### src/rtl/shfd_pkg.sv
package shfd_pkg;

  // Sync characters and token of the frame header
  localparam logic [7:0] SYNC_U   = 8'h55;
  localparam logic [7:0] SYNC_N   = 8'h4E;
  localparam logic [7:0] SYNC_E   = 8'h45;
  localparam logic [7:0] SYNC_R   = 8'h52;
  localparam logic [7:0] TOKEN_CH = 8'h3A;

  // Fixed part of the checksum: XOR of the four sync characters and the token
  localparam logic [7:0] HDR_XOR = SYNC_U ^ SYNC_N ^ SYNC_E ^ SYNC_R ^ TOKEN_CH;

  // Smallest legal length byte (command id plus checksum)
  localparam logic [7:0] MIN_LEN = 8'd2;

  // Event codes of a result word
  localparam logic [1:0] EV_PAYLOAD  = 2'd0;
  localparam logic [1:0] EV_ACCEPTED = 2'd1;
  localparam logic [1:0] EV_MISMATCH = 2'd2;
  localparam logic [1:0] EV_BAD_LEN  = 2'd3;

  typedef struct packed {
    logic [1:0] event_res;
    logic [7:0] data_byte;
    logic [7:0] cmd_id;
    logic [7:0] payload_index;
    logic [7:0] frame_length;
    logic       frame_end;
  } res_t;

endpackage

### src/rtl/shfd_if.sv
interface shfd_in_if;
  logic       valid;
  logic       ready;
  logic [7:0] rx_byte;

  modport source (output valid, output rx_byte, input ready);
  modport sink   (input valid, input rx_byte, output ready);
endinterface

interface shfd_out_if;
  logic       valid;
  logic       ready;
  logic [1:0] event_res;
  logic [7:0] data_byte;
  logic [7:0] cmd_id;
  logic [7:0] payload_index;
  logic [7:0] frame_length;
  logic       frame_end;

  modport source (output valid, output event_res, output data_byte, output cmd_id,
                  output payload_index, output frame_length, output frame_end,
                  input ready);
  modport sink   (input valid, input event_res, input data_byte, input cmd_id,
                  input payload_index, input frame_length, input frame_end,
                  output ready);
endinterface

### src/rtl/sync_header_frame_decoder_top.sv
// Frame decoder for a received byte stream.
// in_ch carries one received byte per word (valid/ready). The decoder hunts
// for the header "UNER", a length byte, ':' and a command id, then passes on
// length-2 payload bytes and checks the trailing XOR checksum byte.
// out_ch carries at most one result word per input word: a payload byte with
// its index, or a frame end event (accepted, checksum mismatch, bad length).
// Header bytes other than a bad length byte and sync hunting produce no result word.
// A byte accepted on in_ch goes into the input register and is then decoded
// into the result register.
// Throughput: one byte per cycle while the skid register is empty; the decode is
// one state update, one compare and one XOR between input and result register.
// A two-word result buffer (output register plus skid register) lets the
// decoder take further bytes while one result waits; once both are full the
// input register holds its byte and in_ch.ready drops until out_ch.ready.
// Reset (rst_n low, synchronous) empties both stages, returns the decoder to
// hunting for 'U' and clears the held length, id, checksum and counters.
module sync_header_frame_decoder_top (
  input  logic              clk,
  input  logic              rst_n,
  shfd_in_if.sink           in_ch,
  shfd_out_if.source        out_ch
);
  import shfd_pkg::*;

  typedef enum logic [2:0] {
    ST_U, ST_N, ST_E, ST_R, ST_LEN, ST_TOK, ST_ID, ST_BODY
  } pst_t;

  pst_t       state_r, state_nxt;
  logic [7:0] len_r, len_nxt;
  logic [7:0] id_r, id_nxt;
  logic [7:0] xor_r, xor_nxt;
  logic [7:0] left_r, left_nxt;
  logic [7:0] cnt_r, cnt_nxt;

  logic       s1_valid_r, s1_valid_nxt;
  logic [7:0] byte_r;
  logic       main_valid_r, main_valid_nxt;
  logic       skid_valid_r, skid_valid_nxt;
  res_t       main_r, main_nxt;
  res_t       skid_r, skid_nxt;

  logic       fire;
  logic       pop;
  logic       res_vld;
  res_t       res;
  pst_t       rehunt;

  // Decode the held byte when the skid register has room
  assign fire = s1_valid_r && !skid_valid_r;
  assign pop  = main_valid_r && out_ch.ready;
  assign in_ch.ready = !s1_valid_r || fire;

  assign rehunt = (byte_r == SYNC_U) ? ST_N : ST_U;

  // Parse one byte: next state and optional result word
  always_comb begin
    state_nxt = state_r;
    len_nxt   = len_r;
    id_nxt    = id_r;
    xor_nxt   = xor_r;
    left_nxt  = left_r;
    cnt_nxt   = cnt_r;
    res_vld   = 1'b0;
    res       = '0;
    if (fire) begin
      unique case (state_r)
        ST_U: state_nxt = (byte_r == SYNC_U) ? ST_N : ST_U;
        ST_N: state_nxt = (byte_r == SYNC_N) ? ST_E : rehunt;
        ST_E: state_nxt = (byte_r == SYNC_E) ? ST_R : rehunt;
        ST_R: state_nxt = (byte_r == SYNC_R) ? ST_LEN : rehunt;
        ST_LEN: begin
          len_nxt = byte_r;
          if (byte_r < MIN_LEN) begin
            state_nxt          = ST_U;
            res_vld            = 1'b1;
            res.event_res      = EV_BAD_LEN;
            res.frame_length   = byte_r;
            res.frame_end      = 1'b1;
          end else begin
            state_nxt = ST_TOK;
          end
        end
        ST_TOK: state_nxt = (byte_r == TOKEN_CH) ? ST_ID : rehunt;
        ST_ID: begin
          id_nxt    = byte_r;
          xor_nxt   = HDR_XOR ^ len_r ^ byte_r;
          left_nxt  = len_r - MIN_LEN;
          cnt_nxt   = '0;
          state_nxt = ST_BODY;
        end
        ST_BODY: begin
          res_vld          = 1'b1;
          res.data_byte    = byte_r;
          res.cmd_id       = id_r;
          res.frame_length = len_r;
          if (left_r != '0) begin
            res.event_res     = EV_PAYLOAD;
            res.payload_index = cnt_r;
            xor_nxt           = xor_r ^ byte_r;
            left_nxt          = left_r - 8'd1;
            cnt_nxt           = cnt_r + 8'd1;
          end else begin
            res.frame_end = 1'b1;
            if (byte_r == xor_r) begin
              res.event_res = EV_ACCEPTED;
              state_nxt     = ST_U;
            end else begin
              res.event_res = EV_MISMATCH;
              state_nxt     = rehunt;
            end
          end
        end
      endcase
    end
  end

  // Advance the input stage and the two-word result buffer
  always_comb begin
    s1_valid_nxt   = in_ch.ready ? in_ch.valid : s1_valid_r;
    main_valid_nxt = main_valid_r;
    skid_valid_nxt = skid_valid_r;
    main_nxt       = main_r;
    skid_nxt       = skid_r;
    if (pop) begin
      if (skid_valid_r) begin
        main_nxt       = skid_r;
        skid_valid_nxt = 1'b0;
      end else begin
        main_nxt       = res;
        main_valid_nxt = res_vld;
      end
    end else if (!main_valid_r) begin
      main_nxt       = res;
      main_valid_nxt = res_vld;
    end else if (res_vld) begin
      skid_nxt       = res;
      skid_valid_nxt = 1'b1;
    end
  end

  // Hold parse state, control flags and the registered result words
  always_ff @(posedge clk) begin
    if (!rst_n) begin
      state_r      <= ST_U;
      len_r        <= '0;
      id_r         <= '0;
      xor_r        <= '0;
      left_r       <= '0;
      cnt_r        <= '0;
      s1_valid_r   <= 1'b0;
      main_valid_r <= 1'b0;
      skid_valid_r <= 1'b0;
    end else begin
      state_r      <= state_nxt;
      len_r        <= len_nxt;
      id_r         <= id_nxt;
      xor_r        <= xor_nxt;
      left_r       <= left_nxt;
      cnt_r        <= cnt_nxt;
      s1_valid_r   <= s1_valid_nxt;
      main_valid_r <= main_valid_nxt;
      skid_valid_r <= skid_valid_nxt;
    end
    if (in_ch.valid && in_ch.ready) begin
      byte_r <= in_ch.rx_byte;
    end
    main_r <= main_nxt;
    skid_r <= skid_nxt;
  end

  assign out_ch.valid         = main_valid_r;
  assign out_ch.event_res     = main_r.event_res;
  assign out_ch.data_byte     = main_r.data_byte;
  assign out_ch.cmd_id        = main_r.cmd_id;
  assign out_ch.payload_index = main_r.payload_index;
  assign out_ch.frame_length  = main_r.frame_length;
  assign out_ch.frame_end     = main_r.frame_end;

endmodule

### src/flat_wrapper.sv
// flat-port wrapper written by rule: the top's interface ports become plain ports
module sync_header_frame_decoder_top_flat import shfd_pkg::*;
  (clk, rst_n, in_ch_valid, in_ch_rx_byte, in_ch_ready, out_ch_valid, out_ch_event_res, out_ch_data_byte, out_ch_cmd_id, out_ch_payload_index, out_ch_frame_length, out_ch_frame_end, out_ch_ready);
  shfd_in_if in_ch_i ();
  shfd_out_if out_ch_i ();
  input  logic clk;
  input  logic rst_n;
  input wire logic [$bits(in_ch_i.valid)-1:0] in_ch_valid;
  input wire logic [$bits(in_ch_i.rx_byte)-1:0] in_ch_rx_byte;
  output wire logic [$bits(in_ch_i.ready)-1:0] in_ch_ready;
  output wire logic [$bits(out_ch_i.valid)-1:0] out_ch_valid;
  output wire logic [$bits(out_ch_i.event_res)-1:0] out_ch_event_res;
  output wire logic [$bits(out_ch_i.data_byte)-1:0] out_ch_data_byte;
  output wire logic [$bits(out_ch_i.cmd_id)-1:0] out_ch_cmd_id;
  output wire logic [$bits(out_ch_i.payload_index)-1:0] out_ch_payload_index;
  output wire logic [$bits(out_ch_i.frame_length)-1:0] out_ch_frame_length;
  output wire logic [$bits(out_ch_i.frame_end)-1:0] out_ch_frame_end;
  input wire logic [$bits(out_ch_i.ready)-1:0] out_ch_ready;
  assign in_ch_i.valid = in_ch_valid;
  assign in_ch_i.rx_byte = in_ch_rx_byte;
  assign in_ch_ready = in_ch_i.ready;
  assign out_ch_valid = out_ch_i.valid;
  assign out_ch_event_res = out_ch_i.event_res;
  assign out_ch_data_byte = out_ch_i.data_byte;
  assign out_ch_cmd_id = out_ch_i.cmd_id;
  assign out_ch_payload_index = out_ch_i.payload_index;
  assign out_ch_frame_length = out_ch_i.frame_length;
  assign out_ch_frame_end = out_ch_i.frame_end;
  assign out_ch_i.ready = out_ch_ready;
  sync_header_frame_decoder_top u_core (.clk(clk), .rst_n(rst_n), .in_ch(in_ch_i), .out_ch(out_ch_i));
endmodule
### config.mk
export PLATFORM = sky130hd
export DESIGN_NAME = sync_header_frame_decoder_top_flat
export DESIGN_NICKNAME = d
export VERILOG_FILES = /design/src/rtl/shfd_pkg.sv /design/src/rtl/shfd_if.sv /design/src/rtl/sync_header_frame_decoder_top.sv /design/src/flat_wrapper.sv
export SDC_FILE = /design/constraint.sdc
export NUM_CORES = 1
export LEC_CHECK = 0
export BUFFER_PORTS_ARGS = -buffer_cell sky130_fd_sc_hd__clkbuf_2
export CORE_ASPECT_RATIO = 1.5
export CORE_MARGIN = 1
export CORE_UTILIZATION = 43
export CTS_CLUSTER_DIAMETER = 80
export DETAILED_ROUTE_END_ITERATION = 6
export GPL_ROUTABILITY_DRIVEN = 0
export MAX_ROUTING_LAYER = met4
export PLACE_DENSITY = 0.67
export SYNTH_ARGS = -nofsm -noshare
export SYNTH_HDL_FRONTEND = slang
export SYNTH_SLANG_ARGS = --single-unit
### constraint.sdc
create_clock -name clk -period 5.75 [get_ports clk]
set_clock_uncertainty 0.2 [all_clocks]
set_input_delay 1.4375 -clock clk [delete_from_list [all_inputs] [get_ports clk]]
set_output_delay 1.4375 -clock clk [all_outputs]
set_load 0.03 [all_outputs]
# After elaboration in Yosys (flattened, before gate mapping)

Cells that the tools add are included.

Divide/modulo/power cells: 0
Equality and inequality tests: 17
Bitwise operators: 5
Reductions and logical operators: 16
Shifts and indexed selects: 0
Muxes and demuxes: 34
Magnitude comparators: 1
Add/subtract/negate cells: 3
$mul: 0

Operators by type and width:

| operator            | number |
|---|---|
| $mux 35             | 4 |
| $pmux 8 s2          | 3 |
| $eq 8x7->1 const B  | 4 |
| $mux 8              | 4 |
| $mux 24             | 1 |
| $pmux 3 s8          | 1 |
| $mux 3              | 7 |
| $pmux 9 s2          | 1 |
| $xor 8x8->8         | 2 |
| $eq 3x3->1 const B  | 4 |
| $mux 9              | 1 |
| $add 8x1->8 const B | 1 |
| $eq 8x6->1 const B  | 1 |
| $eq 8x8->1          | 1 |
| $lt 8x2->1 const B  | 1 |
| $reduce_and 2->1    | 4 |
| $reduce_bool 8->1   | 1 |
| $sub 8x1->8 const B | 1 |
| $sub 8x2->8 const B | 1 |
| $mux 1              | 7 |
| $eq 3x2->1 const B  | 2 |
| $mux 2              | 3 |
| $ne 2x2->1 const B  | 3 |
| $reduce_and 3->1    | 2 |
| 12 further kinds    | 16 |

Latch bits: 0
Memories kept: 0
Register bits: 124
Memory bits (writable): 0
Bits in read-only memories: 0

# Longest topological paths before layout

Depth after elaboration: 7
Mapped depth: 8
Gate-level depth less buffers: 6

# Worst setup path before layout

No wires, ideal clock.

Path kind: input to register
Start: in out_ch_ready
End: reg u_core.skid_r[0] (netlist bit) (enable)
Path buffers: 0
Setup time: 0.427 ns
Setup slack: 1.253 ns
Arrival time: 3.870 ns
Stages: 3
Cell sequence: inv_1 -> nand2_1 -> nor2_1

Longest elaborated chain between the ends: 3

Ends and longest elaborated chain:

| what                              | RTL line                             | text |
|---|---|---|
| start, declared                   | flat_wrapper.sv:18                   | `input wire logic [$bits(out_ch_i.ready)-1:0] out_ch_ready;` |
| $logic_and 1x1->1                 | sync_header_frame_decoder_top.sv:51  | `assign pop = main_valid_r && out_ch.ready;` |
| $not 1->1 (no source line)        | -                                    |  |
| $reduce_and 3->1 (no source line) | -                                    |  |
| end signal, assigned              | sync_header_frame_decoder_top.sv:169 | `skid_r <= skid_nxt;` |
| end, declared                     | sync_header_frame_decoder_top.sv:41  | `res_t skid_r, skid_nxt;` |

Every way passes these cells.
A chain may end at the register's enable or synchronous reset.

==> flow_metrics.env <==
export IMPL_outcome="finished, final reports clean"
export IMPL_slowest_stage="nor3_2"
export IMPL_hold_path_class="flip-flop to flip-flop"
export IMPL_areaGrowthSynthToFinish_pct=15.8
export IMPL_design_core_area_um2=12600
export IMPL_grt_start_max_net_pins=37
export IMPL_drive_gt1_share_pct=18.1
export IMPL_async_flop_share_pct=0
export IMPL_num_antenna_cells=0
export IMPL_switching_share_pct=21.4
export IMPL_ctsHoldBuffers=0
export IMPL_timing_critical_path_buf_inv=1
export IMPL_p_leak_uw=0.00277
export IMPL_dp_cells=694
export IMPL_stdcell_count=726
export IMPL_crit_fanout=18
export IMPL_cellPowerDensity_nw_per_um2=310
export IMPL_ys_warn_count=0
export IMPL_drv_cap=0
export IMPL_grt_pass1_vias=4284
export IMPL_port_buffers=48
export IMPL_yosys_area_share_simple_pct=18.0
export IMPL_ff2ff_path_depth=6
export IMPL_synth_compound_area_share_pct=17.1
export IMPL_seqPwrFrac_pct=47.2
export IMPL_synthMostInstantiatedCell="edfxtp_1"
export IMPL_initial_core_util_pct=44.7
export IMPL_synth_avg_cell_area_um2=10.7
export IMPL_numCtsBuffers=17
export IMPL_intPower_uw=1590
export IMPL_clockBufferDepth=2
export IMPL_ys_types=57
export IMPL_synthTopCellsByCount="edfxtp_1, dfxtp_1, nand2_1, clkbuf_1, a21oi_1"
export IMPL_fp_dieW_um=95.5
export IMPL_fin_crit_ps=2960
export IMPL_min_to="u_core.id_r[5]$_SDFFE_PN0P_"
export IMPL_grt_usage_pct=20.8
export IMPL_setup_worst_path_start="u_core.left_r[0]$_SDFFE_PN0P_"
export IMPL_start_kind="flip-flop"
export IMPL_slew_limit_headroom_pct=16.5
export IMPL_rr_endpoint="u_core.skid_r[34]$_DFFE_PP_"
export IMPL_finalCritPeriodShare_pct=51.5
export IMPL_yosys_area_share_adder_pct=0.665
export IMPL_synth_edf_count=78
export IMPL_crit_reg2reg_launch="u_core.left_r[0]$_SDFFE_PN0P_"
export IMPL_setup_viol=0
export IMPL_p_sw_uw=432
export IMPL_clk_latency_ps=410
export IMPL_drt_vias_per_instance=5.91
export IMPL_yosysSeqAreaShare_pct=57.8
export IMPL_syn_nets=543
export IMPL_rsz0062_at_grt="no"
export IMPL_synth_mux_area_fraction_pct=0.887
export IMPL_synth_xor_area_share_pct=1.55
export IMPL_rows=50
export IMPL_ios=49
export IMPL_synth_top_family_by_area="simple AND/OR/NAND/NOR gates"
export IMPL_crit_family="simple AND/OR/NAND/NOR gates"
export IMPL_min_delay_start="u_core.id_r[5]$_SDFFE_PN0P_"
export IMPL_cts_tree="done"
export IMPL_drc=0
export IMPL_synth_top_area_share_pct=41.5
export IMPL_clkTransAtPathRegs_ps=60
export IMPL_endpoint_kind="flip-flop"
export IMPL_hold_violations=0
export IMPL_synth_area_top_cells="edfxtp_1, dfxtp_1, a21o_1, and3_1, a21oi_1"
export IMPL_critPathArrivalTime_ps=3010
export IMPL_grt_antenna_before_repair=0
export IMPL_drt_iter0_markers=395
export IMPL_ff2ff_setup_slack_ps=2790
export IMPL_min_path_cells=2
export IMPL_post_cts_setup_buffers=0
export IMPL_worst_pin_slew_ps=1250
export IMPL_p_clk_share_pct=51.0
export IMPL_htreeDepth=4
export IMPL_timing_final_max_slew_violations=0
export IMPL_drt_wl_total_um=12900
export IMPL_fmax_mhz=338
export IMPL_cp_required_ps=5800
export IMPL_combPwrFrac_pct=1.8
export IMPL_cts_root_buffer="clkbuf_16"
export IMPL_peakVddDrop_mv=0.162
export IMPL_routedWlPerCell_um=17.7
export IMPL_synthesis_area_um2=5640
export IMPL_post_cts_resized=0
export IMPL_path_class="flip-flop to flip-flop"
export IMPL_crit_chain="inv_1, ha_1, or3b_2, nor3_2, o21ai_0, a21oi_1"
export IMPL_yosys_area_top_type="edfxtp_1"
export IMPL_vias=4294
export IMPL_dr_pass1_iters=5
export IMPL_crit_path_max_incr_delay_ps=950
export IMPL_syn_inst=528
export IMPL_grt_pass1_wl_um=21000
export IMPL_ys_ff_latch=124
export IMPL_grt_overflow_total=0
export IMPL_nets=572
export IMPL_clkSinkCount=124
export IMPL_fin_tns_setup_ps=0
export IMPL_dp_hpwl_um=8520
export IMPL_postRouteAntennaNets=0
export IMPL_fp_dieArea_um2=13600
export IMPL_synth_flop_cell="edfxtp_1"
export IMPL_die_h_um=142
## power groups by stage
stage / sequential [uW] / combinational [uW] / clock [uW]
finish: 955 / 36.2 / 1030
global route: 955 / 40.0 / 1080
detailed placement: 973 / 35.9 / 0
CTS: 954 / 36.1 / 1050
global placement: 973 / 35.2 / 0
floorplan: 962 / 31.9 / 0
## worst max-delay path by stage
stage	slack (ps)	cells past startpoint	end
global route	2620	6	u_core.skid_r[34]$_DFFE_PP_
CTS	2830	6	u_core.skid_r[34]$_DFFE_PP_
finish	2790	6	u_core.skid_r[34]$_DFFE_PP_
detailed placement	2480	4	u_core.out_ch.event_res[1]$_DFFE_PP_
global placement	2630	4	u_core.out_ch.event_res[1]$_DFFE_PP_
floorplan	1250	3	u_core.skid_r[0]$_DFFE_PP_
## cells in the final DEF (no fill, tap or decap), drive strengths merged, types with 16 or more instances in the layout
cell     n
and3    33
a21o    33
nor2    17
edfxtp  78
clkbuf  65
inv     16
nand3   25
o21ai   20
nand2   46
dfxtp   46
a21oi   38
## cell families after synthesis
group                    Yosys count
AO/OA/AOI/OAI                    142
XOR/XNOR                          10
adder cells (fa/ha/maj)            3
buffers and inverters             58
flip-flops                       124
multiplexers                       5
AND/OR/NAND/NOR                  186
## through the flow
stage | hold WS (ps) | area, um^2 | total power, uW | setup WS, ps | util [%]
after global placement | 246 | 5960 | 1010 | 2630 | 47.2
after global routing | 275 | 6530 | 2070 | 2620 | 51.7
after floorplan | 232 | 5640 | 994 | 1250 | -
final | 255 | 6530 | 2020 | 2790 | 51.7
after detailed placement | 245 | 5960 | 1010 | 2480 | 47.2
after CTS | 255 | 6530 | 2040 | 2830 | 51.7
## registers in the layout, indices dropped and copies added (netlist names)
| register | flops |
|---|---|
| u_core.skid_r | 35 |
| u_core.byte_r | 8 |
| u_core.cnt_r | 8 |
| u_core.id_r | 8 |
| u_core.left_r | 8 |
| u_core.len_r | 8 |
| u_core.out_ch.cmd_id | 8 |
| u_core.out_ch.data_byte | 8 |
| u_core.out_ch.frame_length | 8 |
| u_core.out_ch.payload_index | 8 |
| u_core.xor_r | 8 |
| u_core.state_r | 3 |
| u_core.out_ch.event_res | 2 |
| u_core.out_ch.frame_end | 1 |
| u_core.out_ch.valid | 1 |
| u_core.s1_valid_r | 1 |
| u_core.skid_valid_r | 1 |
## worst min-delay path: cells and delay by family, from the launching register on
| family | cells | cell delay [ps] |
|---|---|---|
| and+or+nand+nor | 1 | 50 |
| AOI/OAI and AO/OA | 1 | 50 |
| DFF | 1 | 300 |
## cell type report
cell class	instances	area, um^2
fill	1152	6100
sequential	124	3260
multi-input combinational	346	2160
clock buffer	17	425
timing repair buffer	55	293
tap	156	195
clock inverter	15	148
inverter	13	48.8
## per-layer routing
metal | track usage [%] | part of all wire [%] | up-vias
met5 | - | 0 | -
met4 | 9.03 | 2.7 | 0
met3 | 4.65 | 5.0 | 26
met2 | 34.7 | 51 | 157
met1 | 23.5 | 41 | 2056
li1 | - | - | 2055
No activity file was read; power rests on OpenSTA's default activity.
